<file path="config.mk">
export PLATFORM = sky130hd
export DESIGN_NAME = rgb_led_blink_pattern_engine_flat
export DESIGN_NICKNAME = d
export VERILOG_FILES = /design/src/hw/rtl/rlbpe_pkg.sv /design/src/hw/rtl/rlbpe_cmd_if.sv /design/src/hw/rtl/rlbpe_res_if.sv /design/src/hw/rtl/rlbpe_cfg_if.sv /design/src/hw/rtl/rgb_led_blink_pattern_engine.sv /design/src/flat_wrapper.sv
export SDC_FILE = /design/constraint.sdc
export NUM_CORES = 1
export LEC_CHECK = 0
export ABC_AREA = 1
export ABC_CLOCK_PERIOD_IN_PS = 3800
export BUFFER_PORTS_ARGS = -buffer_cell sky130_fd_sc_hd__buf_2
export CAP_MARGIN = 15
export CORE_AREA = 3 3 214 111
export DETAILED_ROUTE_END_ITERATION = 8
export DIE_AREA = 0 0 217 114
export PLACE_DENSITY_LB_ADDON = 0.1
export SLEW_MARGIN = 20
export SYNTH_ARGS = -nofsm -noshare
export SYNTH_HDL_FRONTEND = slang
export SYNTH_SLANG_ARGS = --single-unit
</file>
<file path="constraint.sdc">
create_clock -name clk -period 3.8 [get_ports clk]
set_input_delay 0.57 -clock clk [delete_from_list [all_inputs] [get_ports clk]]
set_output_delay 0.57 -clock clk [all_outputs]
set_load 0.01 [all_outputs]
</file>
<file path="src/hw/rtl/rlbpe_pkg.sv">
// shared types, constants and helpers for the rgb led blink pattern engine
package rlbpe_pkg;

  localparam int unsigned LED_COUNT      = 2;
  localparam int unsigned PATTERN_PHASES = 8;

  localparam int unsigned PHASE_W   = $clog2(PATTERN_PHASES);
  localparam int unsigned PERIOD_W  = 16;
  localparam int unsigned MODE_W    = 4;
  localparam int unsigned SEL_W     = 2;
  localparam int unsigned CFG_IDX_W = 2;
  localparam int unsigned PIN_W     = 3;

  // led count widened by one bit so a select can be compared against it
  localparam logic [SEL_W:0] LED_COUNT_VAL = (SEL_W + 1)'(LED_COUNT);
  localparam logic [PHASE_W-1:0] LAST_PHASE = PHASE_W'(PATTERN_PHASES - 1);

  localparam logic [PERIOD_W-1:0] NORMAL_PERIOD_RST = 16'd500;
  localparam logic [PERIOD_W-1:0] DOUBLE_PERIOD_RST = 16'd200;
  localparam logic [PERIOD_W-1:0] SLOW_PERIOD_RST   = 16'd1000;
  localparam logic [PERIOD_W-1:0] FAST_PERIOD_RST   = 16'd150;

  typedef enum logic {
    OP_TICK = 1'b0,
    OP_SET  = 1'b1
  } op_t;

  typedef enum logic [CFG_IDX_W-1:0] {
    REG_NORMAL_PERIOD = 2'd0,
    REG_DOUBLE_PERIOD = 2'd1,
    REG_SLOW_PERIOD   = 2'd2,
    REG_FAST_PERIOD   = 2'd3
  } reg_idx_t;

  typedef enum logic [MODE_W-1:0] {
    MODE_OFF          = 4'd0,
    MODE_RED          = 4'd1,
    MODE_GREEN        = 4'd2,
    MODE_WHITE        = 4'd3,
    MODE_PURPLE       = 4'd4,
    MODE_RED_BLINK    = 4'd5,
    MODE_DOUBLE       = 4'd6,
    MODE_SLOW         = 4'd7,
    MODE_FAST         = 4'd8,
    MODE_YELLOW_BLINK = 4'd9,
    MODE_WHITE_BLINK  = 4'd10,
    MODE_BLUE_BLINK   = 4'd11,
    MODE_CYAN_BLINK   = 4'd12
  } mode_t;

  // pin bits: 2 red, 1 green, 0 blue
  localparam logic [PIN_W-1:0] PINS_OFF    = 3'b000;
  localparam logic [PIN_W-1:0] PINS_RED    = 3'b100;
  localparam logic [PIN_W-1:0] PINS_GREEN  = 3'b010;
  localparam logic [PIN_W-1:0] PINS_BLUE   = 3'b001;
  localparam logic [PIN_W-1:0] PINS_YELLOW = 3'b110;
  localparam logic [PIN_W-1:0] PINS_PURPLE = 3'b101;
  localparam logic [PIN_W-1:0] PINS_CYAN   = 3'b011;
  localparam logic [PIN_W-1:0] PINS_WHITE  = 3'b111;

  typedef struct packed {
    logic [MODE_W-1:0]   mode;
    logic [PHASE_W-1:0]  phase;
    logic [PERIOD_W-1:0] elapsed;
    logic                running;
    logic [PIN_W-1:0]    pins;
  } led_slot_t;

  function automatic logic [PIN_W-1:0] colour_of(input logic [MODE_W-1:0] mode);
    logic [PIN_W-1:0] c;
    case (mode)
      MODE_OFF:          c = PINS_OFF;
      MODE_RED:          c = PINS_RED;
      MODE_GREEN:        c = PINS_GREEN;
      MODE_WHITE:        c = PINS_WHITE;
      MODE_PURPLE:       c = PINS_PURPLE;
      MODE_RED_BLINK:    c = PINS_RED;
      MODE_DOUBLE:       c = PINS_RED;
      MODE_SLOW:         c = PINS_RED;
      MODE_FAST:         c = PINS_RED;
      MODE_YELLOW_BLINK: c = PINS_YELLOW;
      MODE_WHITE_BLINK:  c = PINS_WHITE;
      MODE_BLUE_BLINK:   c = PINS_BLUE;
      MODE_CYAN_BLINK:   c = PINS_CYAN;
      default:           c = PINS_OFF;
    endcase
    return c;
  endfunction

endpackage

</file>
<file path="src/hw/rtl/rlbpe_cmd_if.sv">
// command channel: tick or set led mode
interface rlbpe_cmd_if;
  logic                           valid;
  logic                           ready;
  logic                           operation;
  logic [rlbpe_pkg::SEL_W-1:0]    led_select;
  logic [rlbpe_pkg::MODE_W-1:0]   mode_code;

  modport source (output valid, operation, led_select, mode_code, input ready);
  modport sink (input valid, operation, led_select, mode_code, output ready);
endinterface

</file>
<file path="src/hw/rtl/rlbpe_res_if.sv">
// result channel: pin levels of both leds and status
interface rlbpe_res_if;
  logic valid;
  logic ready;
  logic led0_red;
  logic led0_green;
  logic led0_blue;
  logic led1_red;
  logic led1_green;
  logic led1_blue;
  logic status;

  modport source (output valid, led0_red, led0_green, led0_blue,
                  led1_red, led1_green, led1_blue, status, input ready);
  modport sink (input valid, led0_red, led0_green, led0_blue,
                led1_red, led1_green, led1_blue, status, output ready);
endinterface

</file>
<file path="src/hw/rtl/rlbpe_cfg_if.sv">
// configuration write channel: register index and write data
interface rlbpe_cfg_if;
  logic                              valid;
  logic                              ready;
  logic [rlbpe_pkg::CFG_IDX_W-1:0]   index;
  logic [rlbpe_pkg::PERIOD_W-1:0]    data;

  modport source (output valid, index, data, input ready);
  modport sink (input valid, index, data, output ready);
endinterface

</file>
<file path="src/hw/rtl/rgb_led_blink_pattern_engine.sv">
// rgb led blink pattern engine top level
//
// cmd carries one item per transfer: a 1 ms tick (operation 0) or a set command
// (operation 1) that gives an led number and a display mode. every command
// transfer yields exactly one transfer on result, with the pin levels of both
// leds after the command and a status bit (1 = led number out of range).
// cfg writes the four period registers (normal, double, slow, fast), index
// 0 to 3; it is always ready and should only be used while the block is idle.
// the led state updates at the command transfer and the result register holds the
// outcome from the next cycle on. one command is taken every cycle while result
// is not stalled; the per-led counter update and the result register are the
// only stages.
// the result register sits between the channels: while result is stalled it
// holds its item and cmd.ready drops, so no item is lost or repeated; once
// result.ready returns, a new command can be taken in that same cycle.
// reset (rst, synchronous) turns all leds off, stops blinking, empties the
// result register and loads the period registers with 500, 200, 1000, 150 ms.
module rgb_led_blink_pattern_engine (
  input  logic             clk,
  input  logic             rst,
  rlbpe_cmd_if.sink        cmd,
  rlbpe_res_if.source      result,
  rlbpe_cfg_if.sink        cfg
);

  logic [rlbpe_pkg::PERIOD_W-1:0] normal_period;
  logic [rlbpe_pkg::PERIOD_W-1:0] double_period;
  logic [rlbpe_pkg::PERIOD_W-1:0] slow_period;
  logic [rlbpe_pkg::PERIOD_W-1:0] fast_period;

  rlbpe_pkg::led_slot_t led_state      [rlbpe_pkg::LED_COUNT];
  rlbpe_pkg::led_slot_t led_state_next [rlbpe_pkg::LED_COUNT];

  logic                          res_valid;
  logic [rlbpe_pkg::PIN_W-1:0]   res_pins0;
  logic [rlbpe_pkg::PIN_W-1:0]   res_pins1;
  logic                          res_status;

  logic                          cmd_fire;
  logic                          sel_invalid;
  logic [rlbpe_pkg::PIN_W-1:0]   pins1_next;

  assign cfg.ready   = 1'b1;
  assign cmd.ready   = !res_valid || result.ready;
  assign cmd_fire    = cmd.valid && cmd.ready;
  assign sel_invalid = {1'b0, cmd.led_select} >= rlbpe_pkg::LED_COUNT_VAL;

  always_ff @(posedge clk) begin
    if (rst) begin
      normal_period <= rlbpe_pkg::NORMAL_PERIOD_RST;
      double_period <= rlbpe_pkg::DOUBLE_PERIOD_RST;
      slow_period   <= rlbpe_pkg::SLOW_PERIOD_RST;
      fast_period   <= rlbpe_pkg::FAST_PERIOD_RST;
    end else if (cfg.valid) begin
      case (cfg.index)
        rlbpe_pkg::REG_NORMAL_PERIOD: normal_period <= cfg.data;
        rlbpe_pkg::REG_DOUBLE_PERIOD: double_period <= cfg.data;
        rlbpe_pkg::REG_SLOW_PERIOD:   slow_period   <= cfg.data;
        rlbpe_pkg::REG_FAST_PERIOD:   fast_period   <= cfg.data;
        default: ;
      endcase
    end
  end

  always_comb begin
    for (int i = 0; i < rlbpe_pkg::LED_COUNT; i++) begin
      logic [rlbpe_pkg::PERIOD_W-1:0] period;
      logic [rlbpe_pkg::PERIOD_W:0]   elapsed_inc;
      logic [rlbpe_pkg::PIN_W-1:0]    colour;
      logic [rlbpe_pkg::PHASE_W-1:0]  p;
      led_state_next[i] = led_state[i];
      case (led_state[i].mode)
        rlbpe_pkg::MODE_DOUBLE: period = double_period;
        rlbpe_pkg::MODE_SLOW:   period = slow_period;
        rlbpe_pkg::MODE_FAST:   period = fast_period;
        default:                period = normal_period;
      endcase
      elapsed_inc = {1'b0, led_state[i].elapsed} + 1'b1;
      colour      = rlbpe_pkg::colour_of(led_state[i].mode);
      p           = led_state[i].phase;
      if (cmd.operation == rlbpe_pkg::OP_SET) begin
        if (cmd.led_select == rlbpe_pkg::SEL_W'(i)) begin
          led_state_next[i].running = 1'b0;
          led_state_next[i].mode    = cmd.mode_code;
          led_state_next[i].phase   = '0;
          if (cmd.mode_code <= rlbpe_pkg::MODE_PURPLE) begin
            led_state_next[i].pins = rlbpe_pkg::colour_of(cmd.mode_code);
          end else if (cmd.mode_code <= rlbpe_pkg::MODE_CYAN_BLINK) begin
            led_state_next[i].pins    = rlbpe_pkg::colour_of(cmd.mode_code);
            led_state_next[i].phase   = rlbpe_pkg::PHASE_W'(1);
            led_state_next[i].elapsed = '0;
            led_state_next[i].running = 1'b1;
          end
        end
      end else if (led_state[i].running) begin
        // a period of zero behaves like one since the increment is never zero
        if (elapsed_inc >= {1'b0, period}) begin
          led_state_next[i].elapsed = '0;
          if (led_state[i].mode == rlbpe_pkg::MODE_DOUBLE) begin
            led_state_next[i].pins  = (p == rlbpe_pkg::PHASE_W'(0) ||
                                       p == rlbpe_pkg::PHASE_W'(2)) ? colour
                                                                    : rlbpe_pkg::PINS_OFF;
            led_state_next[i].phase = (p == rlbpe_pkg::LAST_PHASE) ? '0 : p + 1'b1;
          end else if (p != '0) begin
            led_state_next[i].phase = '0;
            led_state_next[i].pins  = rlbpe_pkg::PINS_OFF;
          end else begin
            led_state_next[i].phase = rlbpe_pkg::PHASE_W'(1);
            led_state_next[i].pins  = colour;
          end
        end else begin
          led_state_next[i].elapsed = elapsed_inc[rlbpe_pkg::PERIOD_W-1:0];
        end
      end
    end
  end

  always_ff @(posedge clk) begin
    for (int i = 0; i < rlbpe_pkg::LED_COUNT; i++) begin
      if (rst) begin
        led_state[i] <= '0;
      end else if (cmd_fire) begin
        led_state[i] <= led_state_next[i];
      end
    end
  end

  // a missing second led reads as off
  generate
    if (rlbpe_pkg::LED_COUNT > 1) begin : g_led1
      assign pins1_next = led_state_next[1].pins;
    end else begin : g_no_led1
      assign pins1_next = rlbpe_pkg::PINS_OFF;
    end
  endgenerate

  always_ff @(posedge clk) begin
    if (rst) begin
      res_valid <= 1'b0;
    end else if (cmd_fire) begin
      res_valid <= 1'b1;
    end else if (result.ready) begin
      res_valid <= 1'b0;
    end
    if (cmd_fire) begin
      res_pins0  <= led_state_next[0].pins;
      res_pins1  <= pins1_next;
      res_status <= (cmd.operation == rlbpe_pkg::OP_SET) && sel_invalid;
    end
  end

  assign result.valid      = res_valid;
  assign result.led0_red   = res_pins0[2];
  assign result.led0_green = res_pins0[1];
  assign result.led0_blue  = res_pins0[0];
  assign result.led1_red   = res_pins1[2];
  assign result.led1_green = res_pins1[1];
  assign result.led1_blue  = res_pins1[0];
  assign result.status     = res_status;

endmodule

</file>
<file path="src/flat_wrapper.sv">
// flat-port wrapper written by rule: the top's interface ports become plain ports
module rgb_led_blink_pattern_engine_flat 
  (clk, rst, cmd_valid, cmd_operation, cmd_led_select, cmd_mode_code, cmd_ready, result_valid, result_led0_red, result_led0_green, result_led0_blue, result_led1_red, result_led1_green, result_led1_blue, result_status, result_ready, cfg_valid, cfg_index, cfg_data, cfg_ready);
  rlbpe_cmd_if cmd_i ();
  rlbpe_res_if result_i ();
  rlbpe_cfg_if cfg_i ();
  input  logic clk;
  input  logic rst;
  input wire logic [$bits(cmd_i.valid)-1:0] cmd_valid;
  input wire logic [$bits(cmd_i.operation)-1:0] cmd_operation;
  input wire logic [$bits(cmd_i.led_select)-1:0] cmd_led_select;
  input wire logic [$bits(cmd_i.mode_code)-1:0] cmd_mode_code;
  output wire logic [$bits(cmd_i.ready)-1:0] cmd_ready;
  output wire logic [$bits(result_i.valid)-1:0] result_valid;
  output wire logic [$bits(result_i.led0_red)-1:0] result_led0_red;
  output wire logic [$bits(result_i.led0_green)-1:0] result_led0_green;
  output wire logic [$bits(result_i.led0_blue)-1:0] result_led0_blue;
  output wire logic [$bits(result_i.led1_red)-1:0] result_led1_red;
  output wire logic [$bits(result_i.led1_green)-1:0] result_led1_green;
  output wire logic [$bits(result_i.led1_blue)-1:0] result_led1_blue;
  output wire logic [$bits(result_i.status)-1:0] result_status;
  input wire logic [$bits(result_i.ready)-1:0] result_ready;
  input wire logic [$bits(cfg_i.valid)-1:0] cfg_valid;
  input wire logic [$bits(cfg_i.index)-1:0] cfg_index;
  input wire logic [$bits(cfg_i.data)-1:0] cfg_data;
  output wire logic [$bits(cfg_i.ready)-1:0] cfg_ready;
  assign cmd_i.valid = cmd_valid;
  assign cmd_i.operation = cmd_operation;
  assign cmd_i.led_select = cmd_led_select;
  assign cmd_i.mode_code = cmd_mode_code;
  assign cmd_ready = cmd_i.ready;
  assign result_valid = result_i.valid;
  assign result_led0_red = result_i.led0_red;
  assign result_led0_green = result_i.led0_green;
  assign result_led0_blue = result_i.led0_blue;
  assign result_led1_red = result_i.led1_red;
  assign result_led1_green = result_i.led1_green;
  assign result_led1_blue = result_i.led1_blue;
  assign result_status = result_i.status;
  assign result_i.ready = result_ready;
  assign cfg_i.valid = cfg_valid;
  assign cfg_i.index = cfg_index;
  assign cfg_i.data = cfg_data;
  assign cfg_ready = cfg_i.ready;
  rgb_led_blink_pattern_engine u_core (.clk(clk), .rst(rst), .cmd(cmd_i), .result(result_i), .cfg(cfg_i));
endmodule
</file>
==> results.json, run 1 <==
{
  "synthTopCellsByCount": "165 x inv_1, 142 x nand2_1, 128 x nor2_1, 65 x dfxtp_1, 62 x a21oi_1",
  "gp_congestion": 0.867,
  "worst_slew_pin_slew_ns": 0.887,
  "cts_tree": "built",
  "status": "complete, no violations",
  "max_freq_ghz": 0.282,
  "synth_top_cell_area_share_pct": 23.8,
  "required_ns": 3.88,
  "pre_cts_slack_ns": 0.215,
  "postCtsResizedCells": 0,
  "drive_gt1_share_pct": 13.0,
  "cts-root-buf": "clkbuf_16",
  "ys_warn_count": 0,
  "period_share_pct": 93.2,
  "clk_path_buf_depth": 2,
  "ant_nets": 0,
  "setup_ws_ns": 0.258,
  "ys_async_sr_fraction_pct": 0,
  "diodes": 0,
  "portBuffers": 38,
  "hp-class": "input port to register",
  "place_area_um2": 8300,
  "path_max_fanout": 5,
  "seq_area_frac_synth_pct": 40.7,
  "cts.reportedPaths.clkPinSlew_ns": 0.06,
  "die_w_um": 217,
  "worstReg2RegStart": "u_core.led_state[1][4]$_SDFFCE_PN0P_",
  "total_power_uw": 3780,
  "antenna_found_initial": 0,
  "synth_seq_cells": 126,
  "ys_types": 47,
  "holdWs_ns": 0.397,
  "cp.arrival_ns": 3.62,
  "synth_nets": 1062,
  "hpwlAfterDp_um": 16200,
  "synth.area.top_cells": "edfxtp_1 24%, dfxtp_1 17%, ha_1 8.3%",
  "max_slew_margin_pct": 40.8,
  "dieHeight_um": 114,
  "powerDensity_nw_per_um2": 426,
  "cts-buffers-inserted": 17,
  "whs_path_depth": 3,
  "clk_latency_ns": 0.43,
  "skew_ns": 0.00882,
  "final_area_um2": 8880,
  "maxSlewViolCount": 0,
  "worstHoldStart": "cfg_data[4]",
  "dr.pass1.iters": 7,
  "cts_num_sinks": 126,
  "yosysMostFrequentCell": "inv_1",
  "route.detailed.drc": 0,
  "reg2regPathDepth": 19,
  "rsz0062_at_grt": "yes",
  "drt_iter0_drc": 313,
  "start_util_pct": 35.3,
  "viasPerCell": 4.87,
  "ir_drop_mv": 0.244,
  "worstSetupPathType": "register to register",
  "coreArea_um2": 21800,
  "area_delta_synth_final_pct": 15.4,
  "num_vias": 6555,
  "grt-ovfl-total": 0,
  "grt.total_usage_pct": 18.2,
  "finalHoldViolCount": 0,
  "total_leakage_power_uw": 0.00387,
  "grt_max_degree": 40,
  "fin_util_pct": 40.8,
  "synth_area_um2": 7690,
  "cp-start-kind": "register",
  "yosys.area.top_type": "edfxtp_1",
  "ctsHoldBuffers": 0,
  "ys.flop_type": "dfxtp_1",
  "timing.reg2reg.setup_slack_ns": 0.26,
  "drt-total-wl_um": 21400,
  "grt_pass1_vias": 6338,
  "nets": 1114,
  "cts_max_level": 4,
  "wl_per_cell_um": 15.9,
  "r2r-end": "u_core.led_state[1][22]$_SDFFCE_PN0P_",
  "synth_edf_count": 61,
  "syn_inst": 981,
  "postSynthAreaPerCell_um2": 7.84,
  "fin_crit_ns": 3.54,
  "cts_setup_buffers": 0,
  "drv_cap": 0,
  "crit_path_end_kind": "register",
  "min_to": "u_core.fast_period[4]$_SDFFE_PP1P_",
  "finalSetupViolations": 0,
  "core.rowCount": 38,
  "critPathLaunch": "u_core.led_state[1][4]$_SDFFCE_PN0P_",
  "pin_count": 40,
  "dieArea_um2": 24700,
  "grt_pass1_wl_um": 34600
}
==> metal layers <==
metal	global-route usage (%)	vias up	wire length, um
met2	26.9	115	8950
met5	0	-	0
li1	-	3374	-
met3	5.19	9	935
met1	26.5	3057	11300
met4	3.60	0	139
==> registers in the layout, indices dropped and copies added, names as in the netlist <==
signal,cells
u_core.double_period,16
u_core.normal_period,16
u_core.fast_period,16
u_core.result.status,1
u_core.res_pins0,3
u_core.slow_period,16
u_core.led_state,54
u_core.result.valid,1
u_core.res_pins1,3
==> worst max path at each step <==
stage,end,slack [ns],cells after the start
final,u_core.led_state[1][22]$_SDFFCE_PN0P_,0.26,19
after CTS,u_core.led_state[1][21]$_SDFFCE_PN0P_,0.21,15
after global routing,u_core.led_state[1][15]$_SDFFCE_PN0P_,-0.04,21
after global placement,u_core.led_state[1][20]$_SDFFCE_PN0P_,0.22,15
after floorplan,u_core.led_state[1][17]$_SDFFCE_PN0P_,0.80,21
after detailed placement,u_core.led_state[1][21]$_SDFFCE_PN0P_,0.22,15
==> cell families after synthesis <==
| kind of cell | count (synthesis) | share of synthesized area, % |
|---|---|---|
| flip-flops | 126 | 40.7 |
| AO/OA/AOI/OAI | 213 | 16.7 |
| other | 1 | 0.0487 |
| XOR/XNOR | 18 | 2.15 |
| adder cells (fa/ha/maj) | 51 | 8.30 |
| AND/OR/NAND/NOR | 369 | 21.9 |
| buffers and inverters | 203 | 10.2 |
==> where the power goes <==
group / internal [uW] / switching, uW / leakage (uW) / total, uW
Clock: 971 / 600 / 0.000276 / 1570
Combinational: 211 / 408 / 0.00242 / 619
Sequential: 1530 / 63.6 / 0.00117 / 1590
Total: 2710 / 1070 / 0.00387 / 3780
==> worst max-delay path, cell delays in order (launching register included) <==
cell	delay, ns
edfxtp_1	0.43
ha_1	0.23
nand2_2	0.09
nor2_4	0.12
nand2_2	0.10
nor2_1	0.10
inv_1	0.06
nor2_1	0.15
nand2_1	0.12
xor2_2	0.23
inv_1	0.11
ha_1	0.35
nand2_1	0.07
nor2_1	0.08
nand2_1	0.06
o21ai_0	0.17
nand2_1	0.11
nand3_4	0.15
nor2_4	0.05
nor2_1	0.41
==> area by class of cell <==
cell class	instances	area (um2)
Multi-Input combinational cell	652	3790
Clock inverter	6	55.1
Timing Repair Buffer	59	360
Clock buffer	26	502
Sequential cell	126	3130
Inverter	177	664
Fill cell	2254	12900
Tap cell	300	375
==> metrics by stage <==
| stage | std cells | TNS (ns) |
|---|---|---|
| floorplan | 981 | 0 |
| global placement | 1314 | 0 |
| detailed placement | 1314 | 0 |
| CTS | 1346 | 0 |
| global route | 1346 | -0.230 |
| finish | 1346 | 0 |
==> layout by cell type, fill, tap and decap left out, types with 19 or more instances in the layout <==
master / n
buf_2: 38
o21ai_0: 61
nand3_1: 35
edfxtp_1: 61
inv_1: 165
buf_4: 20
o22ai_1: 26
a21oi_1: 62
clkbuf_16: 19
nor2_1: 128
nand2_1: 142
ha_1: 51
dfxtp_1: 65
(Power assumes the default switching activity.)
==> run 2, diff against run 1 <==
--- a/config.mk
+++ b/config.mk
@@ -12,7 +12,6 @@
 export CORE_AREA = 3 3 214 111
 export DETAILED_ROUTE_END_ITERATION = 8
 export DIE_AREA = 0 0 217 114
-export PLACE_DENSITY_LB_ADDON = 0.1
 export SLEW_MARGIN = 20
 export SYNTH_ARGS = -nofsm -noshare
 export SYNTH_HDL_FRONTEND = slang
==> run 2 against run 1 <==
Net effect: routed wire length fell by 4.5%; flip-flop and latch count did not move; utilization rose by 0.16 points; final cell count rose by 0.15%; clock power barely moved; worst hold slack improved by 0.017 ns; die area did not move; critical path depth did not move; setup slack improved by 0.093 ns; via count rose by 2.1%; largest cell class unchanged.
==> results.json, run 2 (synthesis gave the netlist of run 1 again) <==
{
  "num_vias": 6694,
  "dieArea_um2": 24700,
  "cts.reportedPaths.clkPinSlew_ns": 0.06,
  "die_w_um": 217,
  "worstReg2RegStart": "u_core.led_state[1][24]$_SDFFCE_PN0P_",
  "dieHeight_um": 114,
  "cts-root-buf": "clkbuf_16",
  "viasPerCell": 4.97,
  "portBuffers": 38,
  "timing.reg2reg.setup_slack_ns": 0.35,
  "grt_pass1_wl_um": 33100,
  "area_delta_synth_final_pct": 15.9,
  "max_slew_margin_pct": 43.2,
  "path_max_fanout": 9,
  "clk_path_buf_depth": 2,
  "worst_slew_pin_slew_ns": 0.851,
  "crit_path_end_kind": "register",
  "regMostFlops": "u_core.led_state",
  "holdWs_ns": 0.415,
  "min_to": "u_core.slow_period[5]$_SDFFE_PP1P_",
  "mostFrequentLayoutCell": "inv_1",
  "worstHoldStart": "cfg_data[5]",
  "grt_max_degree": 45,
  "fin_crit_ns": 3.45,
  "cts_max_level": 4,
  "antenna_found_initial": 0,
  "cts-buffers-inserted": 17,
  "r2r-end": "u_core.led_state[1][0]$_SDFFCE_PN0P_",
  "drive_gt1_share_pct": 13.2,
  "route.detailed.drc": 0,
  "required_ns": 3.97,
  "ctsHoldBuffers": 0,
  "cts_tree": "built",
  "period_share_pct": 90.8,
  "grt.total_usage_pct": 16.7,
  "whs_path_depth": 3,
  "nets": 1116,
  "hpwlAfterDp_um": 15100,
  "maxSlewViolCount": 0,
  "total_leakage_power_uw": 0.00389,
  "grt_pass1_vias": 6357,
  "largest_reg_flops": 54,
  "grt-ovfl-total": 0,
  "cts_num_sinks": 126,
  "cp.arrival_ns": 3.62,
  "ant_nets": 0,
  "max_freq_ghz": 0.290,
  "wl_per_cell_um": 15.1,
  "cp-start-kind": "register",
  "drt-total-wl_um": 20400,
  "powerDensity_nw_per_um2": 427,
  "dr.pass1.iters": 5,
  "diodes": 0,
  "setup_ws_ns": 0.351,
  "skew_ns": 0.0115,
  "finalSetupViolations": 0,
  "status": "complete, no violations",
  "pin_count": 40,
  "start_util_pct": 35.3,
  "pre_cts_slack_ns": 0.160,
  "clk_latency_ns": 0.42,
  "finalHoldViolCount": 0,
  "rsz0062_at_grt": "no",
  "hp-class": "input port to register",
  "drv_cap": 0,
  "core.rowCount": 38,
  "gp_congestion": 0.901,
  "coreArea_um2": 21800,
  "worstSetupPathType": "register to register",
  "ir_drop_mv": 0.294,
  "drt_iter0_drc": 562,
  "layout_common_cells": "165 x inv_1, 142 x nand2_1, 128 x nor2_1",
  "reg2regPathDepth": 19
}
## run 2: changes by cell type in the layout (fill, tap and decap cells not counted), sizes merged
| cell | previous run | this run |
|---|---|---|
| inv | 175 | 176 |
| clkbuf | 26 | 28 |
| clkinv | 7 | 4 |
| buf | 59 | 61 |
## run 2: worst max-delay path by stage
stage,cells past startpoint,to,start
4_1_cts,19,u_core.led_state[1][0]$_SDFFCE_PN0P_,u_core.led_state[1][24]$_SDFFCE_PN0P_
3_5_place_dp,19,u_core.res_pins1[0]$_DFFE_PP_,u_core.led_state[1][24]$_SDFFCE_PN0P_
2_1_floorplan,21,u_core.led_state[1][17]$_SDFFCE_PN0P_,u_core.led_state[1][4]$_SDFFCE_PN0P_
3_3_place_gp,19,u_core.led_state[1][0]$_SDFFCE_PN0P_,u_core.led_state[1][24]$_SDFFCE_PN0P_
5_1_grt,20,u_core.led_state[1][0]$_SDFFCE_PN0P_,u_core.led_state[1][24]$_SDFFCE_PN0P_
6_report,19,u_core.led_state[1][0]$_SDFFCE_PN0P_,u_core.led_state[1][24]$_SDFFCE_PN0P_
## run 2: metal layers
metal  part of all wire, %  global-route usage [%]
met1                    49                    23.2
met2                    45                    27.3
met3                   4.2                    2.61
met4                   1.0                    4.47
met5                     0                       0
## run 2: through the flow
stage | cell area [um2] | power [uW] | instances | utilization (%) | setup TNS (ns)
global route | 8910 | 4000 | 1348 | 40.9 | 0
CTS | 8880 | 3830 | 1346 | 40.8 | 0
global placement | 8300 | 2210 | 1314 | 38.1 | -5.53
detailed placement | 8310 | 2230 | 1314 | 38.2 | 0
finish | 8910 | 3810 | 1348 | 40.9 | 0
floorplan | 7690 | 2030 | 981 | - | 0
## run 2: worst max-delay path, stage by stage (launching register included)
cell      delay (ns)
edfxtp_1        0.46
ha_1            0.22
nand2_1         0.11
nor2_2          0.07
buf_4           0.17
inv_2           0.20
o221ai_1        0.15
o21ai_0         0.48
ha_1            0.23
nand2_1         0.06
nor2_1          0.16
nand2_1         0.07
o21ai_0         0.15
nand2_1         0.11
nand3_4         0.16
nand2_1         0.11
nand2_1         0.07
nand3_1         0.07
nand2_1         0.11
nor2_1          0.04
## run 2: report_power, final
group / switching [uW] / internal [uW]
Sequential: 64.2 / 1530
Clock: 583 / 1010
Combinational: 406 / 213
## run 2: area by class of cell
type                            count  area [um2]
Clock buffer                       28         529
Timing Repair Buffer               61         375
Tap cell                          300         375
Multi-Input combinational cell    652        3790
Sequential cell                   126        3130
Clock inverter                      4        46.3
Fill cell                        2222       12900
Inverter                          177         664
## run 2: repair_timing
| action | in CTS | in global routing |
|---|---|---|
| setup buffers | 0 | 2 |
| endpoints found under the setup margin | 0 | 25 |
| resized for setup | 0 | 2 |
